<file path="config.mk">
export PLATFORM = sky130hd
export DESIGN_NAME = ascii_hex_request_checker_core
export DESIGN_NICKNAME = d
export VERILOG_FILES = /design/src/design/ahrc_pkg.sv /design/src/design/ahrc_cfg_regs.sv /design/src/design/ahrc_frame_check.sv /design/src/design/ascii_hex_request_checker_core.sv
export SDC_FILE = /design/constraint.sdc
export NUM_CORES = 1
export LEC_CHECK = 0
export BUFFER_PORTS_ARGS = -buffer_cell sky130_fd_sc_hd__buf_2
export CORE_MARGIN = 1.5
export CORE_UTILIZATION = 62
export DETAILED_ROUTE_END_ITERATION = 7
export GPL_TIMING_DRIVEN = 0
export PLACE_DENSITY = 0.81
export SLEW_MARGIN = 0
export SYNTH_ARGS = -nofsm -noshare
export SYNTH_HDL_FRONTEND = slang
export SYNTH_SLANG_ARGS = --single-unit
</file>
<file path="constraint.sdc">
create_clock -name clk -period 4.7 [get_ports clk]
set_clock_uncertainty 0.1 [all_clocks]
set_input_delay 0.47 -clock clk [delete_from_list [all_inputs] [get_ports clk]]
set_output_delay 0.47 -clock clk [all_outputs]
set_load 0.02 [all_outputs]
</file>
<file path="src/design/ahrc_pkg.sv">
// ----------------------------------------------------------------------------
// ahrc_pkg
// shared types, constants and hex helpers for the ascii hex request checker
// ----------------------------------------------------------------------------
package ahrc_pkg;

	localparam int unsigned FRAME_BYTES = 20;
	localparam int unsigned POS_W       = 5;
	localparam int unsigned CFG_IDX_W   = 3;
	localparam int unsigned CFG_DATA_W  = 16;

	localparam logic [7:0]       SOI_BYTE = 8'h7E;
	localparam logic [7:0]       EOI_BYTE = 8'h0D;
	localparam logic [POS_W-1:0] POS_MAX  = 5'd31;
	localparam logic [POS_W-1:0] POS_LAST = POS_W'(FRAME_BYTES - 1);

	// register indexes of the configuration port
	localparam logic [CFG_IDX_W-1:0] REG_VERSION = 3'd0;
	localparam logic [CFG_IDX_W-1:0] REG_ADDRESS = 3'd1;
	localparam logic [CFG_IDX_W-1:0] REG_FAMILY  = 3'd2;
	localparam logic [CFG_IDX_W-1:0] REG_LENGTH  = 3'd3;
	localparam logic [CFG_IDX_W-1:0] REG_ANALOG  = 3'd4;
	localparam logic [CFG_IDX_W-1:0] REG_ALARM   = 3'd5;

	typedef enum logic [2:0] {
		VERDICT_ANALOG  = 3'd0,
		VERDICT_ALARM   = 3'd1,
		VERDICT_OTHER   = 3'd2,
		VERDICT_LENGTH  = 3'd3,
		VERDICT_FRAMING = 3'd4,
		VERDICT_HEADER  = 3'd5,
		VERDICT_CHECK   = 3'd6
	} verdict_t;

	typedef struct packed {
		logic [7:0]  version;
		logic [7:0]  address;
		logic [7:0]  family;
		logic [15:0] length_word;
		logic [7:0]  analog_code;
		logic [7:0]  alarm_code;
	} cfg_t;

	// upper-case ascii hex digit of one nibble
	function automatic logic [7:0] hex_char(input logic [3:0] nib);
		logic [7:0] r;
		if (nib <= 4'd9) begin
			r = 8'h30 + {4'd0, nib};
		end else begin
			r = 8'h37 + {4'd0, nib};
		end
		return r;
	endfunction

	// two hex characters of a byte, high nibble in the upper byte
	function automatic logic [15:0] code_chars(input logic [7:0] code);
		return {hex_char(code[7:4]), hex_char(code[3:0])};
	endfunction

endpackage

</file>
<file path="src/design/ahrc_cfg_regs.sv">
// ----------------------------------------------------------------------------
// ahrc_cfg_regs
// configuration register file, write only, reset to the default frame header
// ----------------------------------------------------------------------------
module ahrc_cfg_regs
	import ahrc_pkg::*;
(
	input  logic                  clk,
	input  logic                  arst_n,
	input  logic                  cfg_we,
	input  logic [CFG_IDX_W-1:0]  cfg_index,
	input  logic [CFG_DATA_W-1:0] cfg_wdata,
	output cfg_t                  cfg
);

	cfg_t cfg_q;

	always_ff @(posedge clk or negedge arst_n) begin
		if (!arst_n) begin
			cfg_q.version     <= 8'h25;
			cfg_q.address     <= 8'h02;
			cfg_q.family      <= 8'h46;
			cfg_q.length_word <= 16'hE002;
			cfg_q.analog_code <= 8'h42;
			cfg_q.alarm_code  <= 8'h44;
		end else if (cfg_we) begin
			case (cfg_index)
				REG_VERSION: cfg_q.version     <= cfg_wdata[7:0];
				REG_ADDRESS: cfg_q.address     <= cfg_wdata[7:0];
				REG_FAMILY:  cfg_q.family      <= cfg_wdata[7:0];
				REG_LENGTH:  cfg_q.length_word <= cfg_wdata;
				REG_ANALOG:  cfg_q.analog_code <= cfg_wdata[7:0];
				REG_ALARM:   cfg_q.alarm_code  <= cfg_wdata[7:0];
				default: begin
				end
			endcase
		end
	end

	assign cfg = cfg_q;

endmodule

</file>
<file path="src/design/ahrc_frame_check.sv">
// ----------------------------------------------------------------------------
// ahrc_frame_check
// per-frame state: position, byte sum, sticky error marks, command characters
// ----------------------------------------------------------------------------
module ahrc_frame_check
	import ahrc_pkg::*;
(
	input  logic       clk,
	input  logic       arst_n,
	input  logic       step,
	input  logic [7:0] rx_byte,
	input  logic       frame_end,
	input  cfg_t       cfg,
	output verdict_t   verdict
);

	logic [POS_W-1:0] pos_q;
	logic [15:0]      sum_q;
	logic             start_bad_q;
	logic             header_bad_q;
	logic             check_bad_q;
	logic [15:0]      cmd_q;

	logic [15:0] chk;
	logic [7:0]  hdr_ref;
	logic [3:0]  want_nib;
	logic        want_hdr;
	logic        want_chk;
	logic        mismatch;
	logic        in_sum;

	assign chk = 16'd0 - sum_q;

	// expected nibble for the current position
	always_comb begin
		hdr_ref  = cfg.family;
		want_nib = 4'd0;
		want_hdr = 1'b0;
		want_chk = 1'b0;
		if (pos_q <= 5'd2) begin
			hdr_ref = cfg.version;
		end else if (pos_q <= 5'd4) begin
			hdr_ref = cfg.address;
		end
		case (pos_q)
			5'd1, 5'd3, 5'd5: begin
				want_nib = hdr_ref[7:4];
				want_hdr = 1'b1;
			end
			5'd2, 5'd4, 5'd6: begin
				want_nib = hdr_ref[3:0];
				want_hdr = 1'b1;
			end
			5'd9:  begin want_nib = cfg.length_word[15:12]; want_hdr = 1'b1; end
			5'd10: begin want_nib = cfg.length_word[11:8];  want_hdr = 1'b1; end
			5'd11: begin want_nib = cfg.length_word[7:4];   want_hdr = 1'b1; end
			5'd12: begin want_nib = cfg.length_word[3:0];   want_hdr = 1'b1; end
			5'd15: begin want_nib = chk[15:12]; want_chk = 1'b1; end
			5'd16: begin want_nib = chk[11:8];  want_chk = 1'b1; end
			5'd17: begin want_nib = chk[7:4];   want_chk = 1'b1; end
			5'd18: begin want_nib = chk[3:0];   want_chk = 1'b1; end
			default: begin
			end
		endcase
	end

	assign mismatch = (rx_byte != hex_char(want_nib));
	assign in_sum   = (pos_q >= 5'd1) && (pos_q <= 5'd14);

	// verdict in priority order
	always_comb begin
		if (pos_q != POS_LAST) begin
			verdict = VERDICT_LENGTH;
		end else if (start_bad_q || (rx_byte != EOI_BYTE)) begin
			verdict = VERDICT_FRAMING;
		end else if (header_bad_q) begin
			verdict = VERDICT_HEADER;
		end else if (check_bad_q) begin
			verdict = VERDICT_CHECK;
		end else if (cmd_q == code_chars(cfg.alarm_code)) begin
			verdict = VERDICT_ALARM;
		end else if (cmd_q == code_chars(cfg.analog_code)) begin
			verdict = VERDICT_ANALOG;
		end else begin
			verdict = VERDICT_OTHER;
		end
	end

	always_ff @(posedge clk or negedge arst_n) begin
		if (!arst_n) begin
			pos_q        <= '0;
			sum_q        <= '0;
			start_bad_q  <= 1'b0;
			header_bad_q <= 1'b0;
			check_bad_q  <= 1'b0;
			cmd_q        <= '0;
		end else if (step) begin
			if (frame_end) begin
				pos_q        <= '0;
				sum_q        <= '0;
				start_bad_q  <= 1'b0;
				header_bad_q <= 1'b0;
				check_bad_q  <= 1'b0;
				cmd_q        <= '0;
			end else begin
				if (pos_q != POS_MAX) begin
					pos_q <= pos_q + 5'd1;
				end
				if (in_sum) begin
					sum_q <= sum_q + {8'd0, rx_byte};
				end
				if ((pos_q == 5'd0) && (rx_byte != SOI_BYTE)) begin
					start_bad_q <= 1'b1;
				end
				if (want_hdr && mismatch) begin
					header_bad_q <= 1'b1;
				end
				if (want_chk && mismatch) begin
					check_bad_q <= 1'b1;
				end
				if (pos_q == 5'd7) begin
					cmd_q[15:8] <= rx_byte;
				end
				if (pos_q == 5'd8) begin
					cmd_q[7:0] <= rx_byte;
				end
			end
		end
	end

endmodule

</file>
<file path="src/design/ascii_hex_request_checker_core.sv">
// ----------------------------------------------------------------------------
// ascii_hex_request_checker_core
// checks received ascii hex request frames and gives one verdict per frame
// ----------------------------------------------------------------------------
// usage
//   rx channel (rx_valid, rx_stall, rx_byte, frame_end): one frame byte per
//   transaction, frame_end high on the last byte of the frame
//   res channel (res_valid, res_stall, verdict): one transaction per frame,
//   given only for the byte that carries frame_end
//   cfg port (cfg_we, cfg_index, cfg_wdata): write only, used while idle
// throughput and path
//   one byte per cycle while rx_stall is low; a byte is registered in the
//   input register, and when a frame end moves on from there its verdict
//   is loaded into the result register, which drives the result port
// stalling
//   a waiting verdict is held in the result register while bytes that give
//   no verdict still flow; a second frame end waits in the input register
//   and rx_stall rises until the result is taken
// reset
//   frame state, valids and the config registers (to the default header)
//   clear asynchronously on arst_n low
// ----------------------------------------------------------------------------
module ascii_hex_request_checker_core
	import ahrc_pkg::*;
(
	input  logic                  clk,
	input  logic                  arst_n,
	// receive channel
	input  logic                  rx_valid,
	output logic                  rx_stall,
	input  logic [7:0]            rx_byte,
	input  logic                  frame_end,
	// result channel
	output logic                  res_valid,
	input  logic                  res_stall,
	output logic [2:0]            verdict,
	// configuration
	input  logic                  cfg_we,
	input  logic [CFG_IDX_W-1:0]  cfg_index,
	input  logic [CFG_DATA_W-1:0] cfg_wdata
);

	cfg_t       cfg;
	logic       valid_s1;
	logic [7:0] rx_byte_s1;
	logic       frame_end_s1;
	logic       move_s1;
	verdict_t   verdict_s1;
	logic       res_valid_q;
	logic [2:0] verdict_q;

	ahrc_cfg_regs u_cfg (
		.clk       (clk),
		.arst_n    (arst_n),
		.cfg_we    (cfg_we),
		.cfg_index (cfg_index),
		.cfg_wdata (cfg_wdata),
		.cfg       (cfg)
	);

	// the input byte moves on unless it carries a verdict and the
	// result register is still full and stalled
	assign move_s1  = valid_s1 && (!frame_end_s1 || !res_valid_q || !res_stall);
	assign rx_stall = valid_s1 && !move_s1;

	ahrc_frame_check u_check (
		.clk       (clk),
		.arst_n    (arst_n),
		.step      (move_s1),
		.rx_byte   (rx_byte_s1),
		.frame_end (frame_end_s1),
		.cfg       (cfg),
		.verdict   (verdict_s1)
	);

	// input register
	always_ff @(posedge clk or negedge arst_n) begin
		if (!arst_n) begin
			valid_s1 <= 1'b0;
		end else if (rx_valid && !rx_stall) begin
			valid_s1 <= 1'b1;
		end else if (move_s1) begin
			valid_s1 <= 1'b0;
		end
	end

	always_ff @(posedge clk) begin
		if (rx_valid && !rx_stall) begin
			rx_byte_s1   <= rx_byte;
			frame_end_s1 <= frame_end;
		end
	end

	// result register
	always_ff @(posedge clk or negedge arst_n) begin
		if (!arst_n) begin
			res_valid_q <= 1'b0;
		end else if (move_s1 && frame_end_s1) begin
			res_valid_q <= 1'b1;
		end else if (!res_stall) begin
			res_valid_q <= 1'b0;
		end
	end

	always_ff @(posedge clk) begin
		if (move_s1 && frame_end_s1) begin
			verdict_q <= 3'(verdict_s1);
		end
	end

	assign res_valid = res_valid_q;
	assign verdict   = verdict_q;

endmodule

</file>
---- Word-level counts from Yosys, hierarchy flattened ----
Cells that the tools add are included.
storage, ports and cells
  register bits after elaboration ......... 110
  bits of input ports ..................... 33
  output and inout port bits .............. 5
  logic and storage cells ................. 162
operators by class
  add/subtract/negate cells ............... 13
  order comparisons ....................... 9
  equal/unequal tests ..................... 29
  muxes and demuxes ....................... 50
  reductions and logical operators ........ 43
operator list
  operator               number
  $mux 8                 27
  $add 6x4->7 const A    10
  $mux 16                3
  $pmux 4 s10            1
  $eq 16x16->1           2
  $eq 5x4->1 const B     6
  $reduce_and 2->1       13
  $eq 5x3->1 const B     4
  $le 4x4->1 const B     5
  $add 16x8->16          1
  $reduce_bool 2->1      8
  $sub 1x16->16 const A  1
  $eq 5x5->1 const B     3
  $mux 1                 12
  $mux 3                 4
  $eq 5x2->1 const B     2
  $mux 5                 2
  $ne 5x5->1 const B     2
  $reduce_or 10->1       1
  $logic_and 1x1->1      8
  $ne 8x4->1 const B     1
  $ne 8x7->1 const B     1
  $ne 8x8->1             1
  $eq 3x2->1 const B     2
  16 further kinds       24

---- Logic depth before layout (Yosys ltp) ----
Gate-level depths: netlist of the first run.
  depth after elaboration ................. 18
  depth in mapped cells ................... 16
  gate-level depth less buffers ........... 14

---- Cells and area by module ----
From an unflattened synthesis of the first run, not the netlist that was laid out.
second synthesis, totals
  cells, all modules ...................... 620
  area total of the unflattened synthesis .. 6482.5 µm²
modules (own cells, without submodules)
  module                          instances  cells each  area each (µm²)  sequential area each (µm²)
  ahrc_frame_check                1          473         3857.4           1001.0
  ahrc_cfg_regs                   1          123         2159.6           1420.1
  ascii_hex_request_checker_core  1          24          465.4            410.4

---- Least setup slack after synthesis of the first run ----
No wires, ideal clock.
  kind .................................... register to register
  start point ............................. reg u_check.sum_q[1]
  end point ............................... reg u_check.check_bad_q
  setup time .............................. 0.131 ns
  data arrival time ....................... 3.186 ns
  data required time ...................... 4.469 ns
  setup slack ............................. 1.283 ns
  cell stages (with the launch flop) ...... 16
  buffers on the path ..................... 1
  period minus slack after synthesis ...... 3.417 ns
  path through ............................ dfrtp_1 -> inv_1 -> ha_1 -> or4b_1 -> buf_2 -> or4_1 -> nand3_1 -> nand4_1 -> nor2_4 -> inv_2 -> ha_1 -> o2111ai_1 -> and4b_1 -> mux2i_1 -> nor4b_4 -> a21oi_1
between the ends
  word-level cells in the longest chain between the ends .. 8
  elaborated cells on any way between the ends .. 10
  classes of those cells .................. add/sub (3); order compare (1); eq/ne (1); mux (2); reduce/logical (3)
ends and longest elaborated chain
  element                                    line                     text
  start, declared                            ahrc_frame_check.sv:18   logic [15:0] sum_q;
  start signal, assigned                     ahrc_frame_check.sv:110  sum_q <= sum_q + {8'd0, rx_byte};
  $sub 1x16->16 *                            ahrc_frame_check.sv:32   assign chk = 16'd0 - sum_q;
  $pmux 4 s10 *                              ahrc_frame_check.sv:45   case (pos_q)
  $add 6x4->7, or another cell as far along  ahrc_pkg.sv:50           r = 8'h37 + {4'd0, nib};
  $mux 8 *                                   ahrc_pkg.sv:47           if (nib <= 4'd9) begin
  $ne 8x8->1 *                               ahrc_frame_check.sv:67   assign mismatch = (rx_byte != hex_char(want_nib));
  $logic_and 1x1->1 *                        ahrc_frame_check.sv:118  if (want_chk && mismatch) begin
  $reduce_bool 2->1 (no source line) *       --
  $reduce_and 2->1 (no source line) *        --
  end signal, assigned                       ahrc_frame_check.sv:95   check_bad_q <= 1'b0;
  end signal, assigned                       ahrc_frame_check.sv:103  check_bad_q <= 1'b0;
  end signal, assigned                       ahrc_frame_check.sv:119  check_bad_q <= 1'b1;
  end, declared                              ahrc_frame_check.sv:21   logic check_bad_q;
Mark *: on every way between the ends. The rest lies on a longest branch, timed or not.
A chain may end at the register's enable or synchronous reset.

---- Worst setup path after layout of the first run ----
  start point ............................. reg u_check.pos_q[1]
  end point ............................... reg u_check.header_bad_q
between the ends
  word-level cells in the longest chain between the ends .. 10
  elaborated cells on any way between the ends .. 31
  classes of those cells .................. add/sub (2); order compare (3); eq/ne (15); mux (5); reduce/logical (6)
ends and longest elaborated chain
  element                                    line                     text
  start, declared                            ahrc_frame_check.sv:17   logic [POS_W-1:0] pos_q;
  start signal, assigned                     ahrc_frame_check.sv:107  pos_q <= pos_q + 5'd1;
  $le 5x3->1                                 ahrc_frame_check.sv:42   end else if (pos_q <= 5'd4) begin
  $mux 8                                     ahrc_frame_check.sv:42
  $mux 8                                     ahrc_frame_check.sv:40   if (pos_q <= 5'd2) begin
  $pmux 4 s10                                ahrc_frame_check.sv:45
  $add 6x4->7, or another cell as far along  ahrc_pkg.sv:50
  $mux 8                                     ahrc_pkg.sv:47
  $ne 8x8->1                                 ahrc_frame_check.sv:67
  $logic_and 1x1->1 *                        ahrc_frame_check.sv:115  if (want_hdr && mismatch) begin
  $reduce_bool 2->1 (no source line) *       --
  $reduce_and 2->1 (no source line) *        --
  end signal, assigned                       ahrc_frame_check.sv:94   header_bad_q <= 1'b0;
  end signal, assigned                       ahrc_frame_check.sv:102  header_bad_q <= 1'b0;
  end signal, assigned                       ahrc_frame_check.sv:116  header_bad_q <= 1'b1;
  end, declared                              ahrc_frame_check.sv:20   logic header_bad_q;
Marked as above.

==> results.toml, run 1 <==
[global_routing]
grt_pass1_vias = 5082
grt.total_usage = 0.297
grt-ovfl-total = 0
grt_pass1_wl_mm = 25.5
grt_max_degree = 55
antenna_found_initial = 0

[worst_setup_path]
critPathMaxStageDelay_ns = 0.53
critPathBufInv = 4
crit_family = "compound AO/OA/AOI/OAI gates"
worstSetupPathDepth = 16
endpoint_kind = "flip-flop"
timing.rr.end = "u_check.header_bad_q$_DFFE_PN0P_"
cp_slowest_cell = "a222oi_1"
r2r.worst_path.cells = 16
path_max_fanout = 10
ff2ff_setup_slack_ns = 0.53
r2r-start = "u_check.pos_q[1]$_DFFE_PN0P_"
cp_data_arrival_time_ns = 4.34
startpoint_type = "flip-flop"
worst-endpoint-required_ns = 4.87
path_cells = "clkbuf_1 > inv_1 > ha_1 > clkbuf_1 > a222oi_1 > nor2_1 > a211oi_1 > nand4_1 > nor2_4 > inv_2 > ha_1 > o2111ai_1 > and4b_1 > mux2i_1 > nor4b_4 > a21oi_1"
path_class = "flip-flop to flip-flop"

[timing]
fin_crit_ns = 4.17
worstMarginPinSlew_ns = 1.42
period_share = 0.887
hold_viol = 0
maxSlewViolCount = 0
fmax_mhz = 240
rsz0062_at_grt = "false"
setup_tns_ns = 0
max_slew_margin = 0.0543
setup_viol = 0

[logic_synthesis]
synth-main-ff-cell = "dfrtp_1"
yosysTopAreaCellShare = 0.318
synthTopCellsByCount = "dfrtp_1 (83), mux2_2 (51), nor2_1 (42), nand2_1 (41), inv_1 (31)"
ys_seq_area_frac = 0.434
synthMuxAreaShare = 0.0895
ys_types = 75
synth_simple_gate_area_share = 0.165
yosys.area_share.adder = 0.0510
synth_compound_gate_area_share = 0.172
yosysTopAreaCell = "dfrtp_1"
syn_nets = 697
synth_seq_cells = 110
synth_xor_area_frac = 0.0550
synth_area_leaders = "dfrtp_1 (32%), mux2_2 (8.8%), dfstp_2 (6.0%), edfxtp_1 (5.5%), ha_1 (4.8%)"
synth_most_common_cell = "dfrtp_1"
synth-edff-count = 12
synthArstFlopShare = 0.891
ys_warn_count = 0
synth_top_family_by_area = "compound AO/OA/AOI/OAI gates"
synthCells = 638
synth_area_um2 = 6530
syn_area_per_cell_um2 = 10.2

[pwr]
switchingPower_uw = 1160
p_int_uw = 1910
peakVddDrop_mv = 0.262
seqPwrFrac = 0.424
power.share.clock = 0.195
p_per_area_nw_per_um2 = 432
comb_power_share = 0.382
switching_share = 0.379
p_leak_uw = 0.00300

[clocking]
cts_root_buf = "clkbuf_8"
clock_sinks = 110
clkLatencyLatePin_ns = 0.40
cts_tree = "done"
cts_buffers = 9
cts_hold_buf = 1
htreeDepth = 3
postCtsSetupBuffers = 0
cts_buffer_depth = 2
clk_pin_slew_ns = 0.10
postCtsResizedCells = 0

[job]
maxCapViolations = 0

[die]
die_y_um = 106
floorplan.core_area_um2 = 10300
die_width_um = 106
die_area_um2 = 11200
num_rows = 37
pin_count = 38
start_util = 0.635

[final_layout]
n_antenna_cell = 0
nets = 745
fill_cells = 791
regArea_um2 = 2830
multi_input_area_um2 = 3480
area_delta_synth_final_pct = 9.12
postLayoutCoreUtil = 0.693
layout-drive-gt1-share = 0.194

[place]
dpl.hpwl_mm = 11.5
io_buffers = 35
gp_congestion = 0.921

[routing]
vias = 5196
drc_errors = 0
totalWireLength_mm = 15.6
routed_via_density = 6.28
wl_per_cell_um = 18.9
drt_first_pass_iters = 7
drt_iter0_drc = 328
ant_nets = 0

[min_path]
hp-start = "frame_end"
min_to = "frame_end_s1$_DFFE_PP_"
hold_depth = 1
hp-class = "primary input to flip-flop"

[run_status]
status = "finished clean"
-- worst max path at each step --
stage                                             from                          endpoint  slack (ns)
after CTS                 u_check.pos_q[0]$_DFFE_PN0P_   u_check.check_bad_q$_DFFE_PN0P_        0.58
after global routing      u_check.pos_q[1]$_DFFE_PN0P_   u_check.check_bad_q$_DFFE_PN0P_        0.20
after floorplan           u_check.sum_q[1]$_DFFE_PN0P_   u_check.check_bad_q$_DFFE_PN0P_        1.28
after detailed placement  u_check.pos_q[0]$_DFFE_PN0P_   u_check.check_bad_q$_DFFE_PN0P_        0.63
final                     u_check.pos_q[1]$_DFFE_PN0P_  u_check.header_bad_q$_DFFE_PN0P_        0.53
after global placement    u_check.pos_q[1]$_DFFE_PN0P_  u_check.header_bad_q$_DFFE_PN0P_        0.73
-- cells by family (layout without fill, tap and decap cells) --
kind of cell    count (synthesis)  in the layout
buf+inv                        56            109
compound gates                158            158
flops                         110            110
fa+ha+maj                      26             26
xor+xnor                       41             41
mux                            52             52
simple gates                  195            195
-- flip-flops by register name (all words and copies together), names as in the netlist --
register	cells
u_check.cmd_q	16
verdict	3
rx_byte_s1	8
frame_end_s1	1
res_valid	1
u_cfg.cfg	56
u_check.check_bad_q	1
u_check.start_bad_q	1
valid_s1	1
u_check.sum_q	16
u_check.header_bad_q	1
u_check.pos_q	5
-- power by group through the flow --
stage | registers [µW] | logic [µW] | clock network, µW
2_1_floorplan | 1270 | 907 | 0
3_3_place_gp | 1300 | 1100 | 0
3_5_place_dp | 1320 | 1150 | 0
4_1_cts | 1300 | 1160 | 604
5_1_grt | 1330 | 1290 | 641
6_report | 1300 | 1170 | 599
-- cell usage in the layout (no fill, tap or decap), types with 5 or more instances in the layout --
master and count:
o211ai_1 5, a21oi_1 28, o21bai_1 7, nand2b_1 8, ha_1 25, inv_1 31
buf_2 35, dfstp_2 15, and3_1 8, nor4_1 9, or3_1 5, a22o_1 25
nor3_1 19, nor2_1 42, xor2_1 13, xnor2_1 28, nand4_1 6, o21a_1 5
o21ai_0 29, o31ai_1 9, dfrtp_1 83, clkbuf_1 22, nor3b_1 5, nand3_1 16
mux2_2 51, clkbuf_8 9, nand2_1 41, a21o_1 6, edfxtp_1 12
-- metal layers --
metal,wire length [µm],global-route usage,up-vias,part of all wire
met5,0,0,-,0
met4,373,0.100,0,0.024
met3,773,0.0612,32,0.049
met2,7670,0.481,149,0.49
met1,6820,0.400,2556,0.44
li1,-,-,2459,-
-- metrics by stage --
| step | std cells | setup WS, ns | instance area [µm²] | hold WS [ns] | total power [µW] |
|---|---|---|---|---|---|
| final | 827 | 0.532 | 7120 | 0.143 | 3080 |
| after global routing | 827 | 0.196 | 7120 | 0.129 | 3260 |
| after CTS | 827 | 0.576 | 7120 | 0.133 | 3070 |
| after detailed placement | 810 | 0.628 | 6900 | 0.394 | 2470 |
| after global placement | 809 | 0.733 | 6870 | 0.387 | 2410 |
| after floorplan | 638 | 1.28 | 6530 | 0.0744 | 2170 |
-- cell type report --
class / count / area share
Multi-Input combinational cell: 472 / 0.488
Sequential cell: 110 / 0.397
Timing Repair Buffer: 37 / 0.0302
Tap cell: 136 / 0.0239
Clock buffer: 9 / 0.0174
Inverter: 32 / 0.0169
Buffer: 24 / 0.0139
Clock inverter: 7 / 0.0121
No activity file was read; power rests on OpenSTA's default activity.
==> inputs of run 2 (changes only) <==
--- a/config.mk
+++ b/config.mk
@@ -6,6 +6,7 @@
 export NUM_CORES = 1
 export LEC_CHECK = 0
 export BUFFER_PORTS_ARGS = -buffer_cell sky130_fd_sc_hd__buf_2
+export CORE_ASPECT_RATIO = 1.5
 export CORE_MARGIN = 1.5
 export CORE_UTILIZATION = 62
 export DETAILED_ROUTE_END_ITERATION = 7
==> run 2 against run 1 <==
Against the previous run:
- register-to-register slack lost 0.11 ns
- via count grew 1.1%
- cell area grew 2.1%
- critical path type unchanged
- highest routed layer unchanged
==> results.toml, run 2 (synthesized netlist as in run 1, its figures left out) <==
[run_status]
status = "finished clean"

[worst_setup_path]
cp_slowest_cell = "a222oi_1"
worst-endpoint-required_ns = 4.83
path_cells = "clkbuf_1 > inv_1 > ha_1 > clkbuf_1 > a222oi_1 > nor2_1 > a21oi_1 > o211ai_1 > and4bb_2 > ha_1 > o2111ai_1 > a211oi_1 > mux2i_1 > nor4b_4 > a21oi_1"
r2r-start = "u_check.pos_q[1]$_DFFE_PN0P_"
crit_start = "u_check.pos_q[1]$_DFFE_PN0P_"
crit_family = "compound AO/OA/AOI/OAI gates"
path_class = "flip-flop to flip-flop"
endpoint_kind = "flip-flop"
critPathMaxStageDelay_ns = 0.49
path_max_fanout = 10
cp_data_arrival_time_ns = 4.40
critPathBufInv = 3
startpoint_type = "flip-flop"

[place]
dpl.hpwl_mm = 11.8
io_buffers = 35
gp_congestion = 0.909

[final_layout]
area_delta_synth_final_pct = 11.4
layout-drive-gt1-share = 0.194
final_common_cell = "dfrtp_1"
largest_reg_flops = 56
layout_common_cells = "dfrtp_1 (83), mux2_2 (51), nor2_1 (42), nand2_1 (41), buf_2 (35)"
nets = 745
n_antenna_cell = 0

[pwr]
peakVddDrop_mv = 0.306
switching_share = 0.351
p_per_area_nw_per_um2 = 466
p_leak_uw = 0.00307
power_uw = 3390
comb_power_share = 0.349
switchingPower_uw = 1190
power.share.clock = 0.265
seqPwrFrac = 0.386
p_int_uw = 2200

[timing]
setup_tns_ns = 0
worstMarginPinSlew_ns = 1.32
maxSlewViolCount = 0
setup_viol = 0
max_slew_margin = 0.118
fin_crit_ns = 4.28
rsz0062_at_grt = "false"
fmax_mhz = 234
hold_viol = 0
period_share = 0.910

[routing]
drt_iter0_drc = 348
drc_errors = 0
vias = 5254
totalWireLength_mm = 16.0
drt_first_pass_iters = 5
wl_per_cell_um = 19.3
routed_via_density = 6.31
ant_nets = 0

[clocking]
postCtsResizedCells = 0
cts_buffer_depth = 2
cts_buffers = 9
htreeDepth = 3
clkLatencyLatePin_ns = 0.35
cts_root_buf = "clkbuf_16"
clk_pin_slew_ns = 0.07
cts_tree = "done"
clock_sinks = 110

[die]
die_width_um = 86.8
start_util = 0.641
num_rows = 45
die_area_um2 = 11200
floorplan.core_area_um2 = 10200
pin_count = 38
die_y_um = 129

[global_routing]
grt.total_usage = 0.304
grt_max_degree = 67
grt_pass1_wl_mm = 26.0
antenna_found_initial = 0
grt-ovfl-total = 0
grt_pass1_vias = 5223

[min_path]
hp-class = "primary input to flip-flop"
hp-start = "rx_byte[7]"

[job]
maxCapViolations = 0
[run 2: per-layer routing]
layer,vias up,wire [µm],track usage
met5,-,0,0
met4,0,551,0.135
met3,43,680,0.0430
met2,164,8410,0.538
met1,2588,6410,0.363
li1,2459,-,-
[run 2: worst paths after layout]
kind,endpoint,slack (ns),depth (start not counted)
worst max register to register,u_check.header_bad_q$_DFFE_PN0P_,0.42,15
min in group asynchronous,u_cfg.cfg[47]$_DFFE_PN0P_,0.50,2
worst min-delay path,rx_byte_s1[7]$_DFFE_PP_,0.19,1
worst min register to register,u_cfg.cfg[41]$_DFFE_PN1P_,0.40,2
worst max-delay path,u_check.header_bad_q$_DFFE_PN0P_,0.42,15
max in group asynchronous,u_cfg.cfg[2]$_DFFE_PN1P_,3.29,3
[run 2: power by group through the flow]
stage | logic (µW) | clock network (µW) | registers, µW
after floorplan | 907 | 0 | 1270
after global placement | 1110 | 0 | 1310
after detailed placement | 1160 | 0 | 1320
after CTS | 1170 | 904 | 1310
after global routing | 1300 | 941 | 1330
final | 1180 | 898 | 1310
[run 2: through the flow]
stage	utilization	cell area (µm²)	setup WS [ns]	hold slack [ns]	std cells
floorplan	-	6530	1.28	0.0744	638
global placement	0.675	6880	0.697	0.386	814
detailed placement	0.678	6910	0.632	0.344	815
CTS	0.714	7280	0.521	0.182	832
global route	0.714	7280	0.119	0.178	832
finish	0.714	7280	0.422	0.190	832
[run 2: area by class of cell]
type	instances	area, µm²
fillers	769	2920
flip-flops and latches	110	2830
multi-input cells	472	3480
inverters	32	120
clock buffers	10	239
repair buffers	37	215
well taps	141	176
clock inverters	6	116
plain buffers	24	98.8
[run 2: what timing repair did]
action | CTS | global route
hold buffers | 1 | 0
buffers inserted | 0 | 0
hold endpoints to repair | 27 | 0
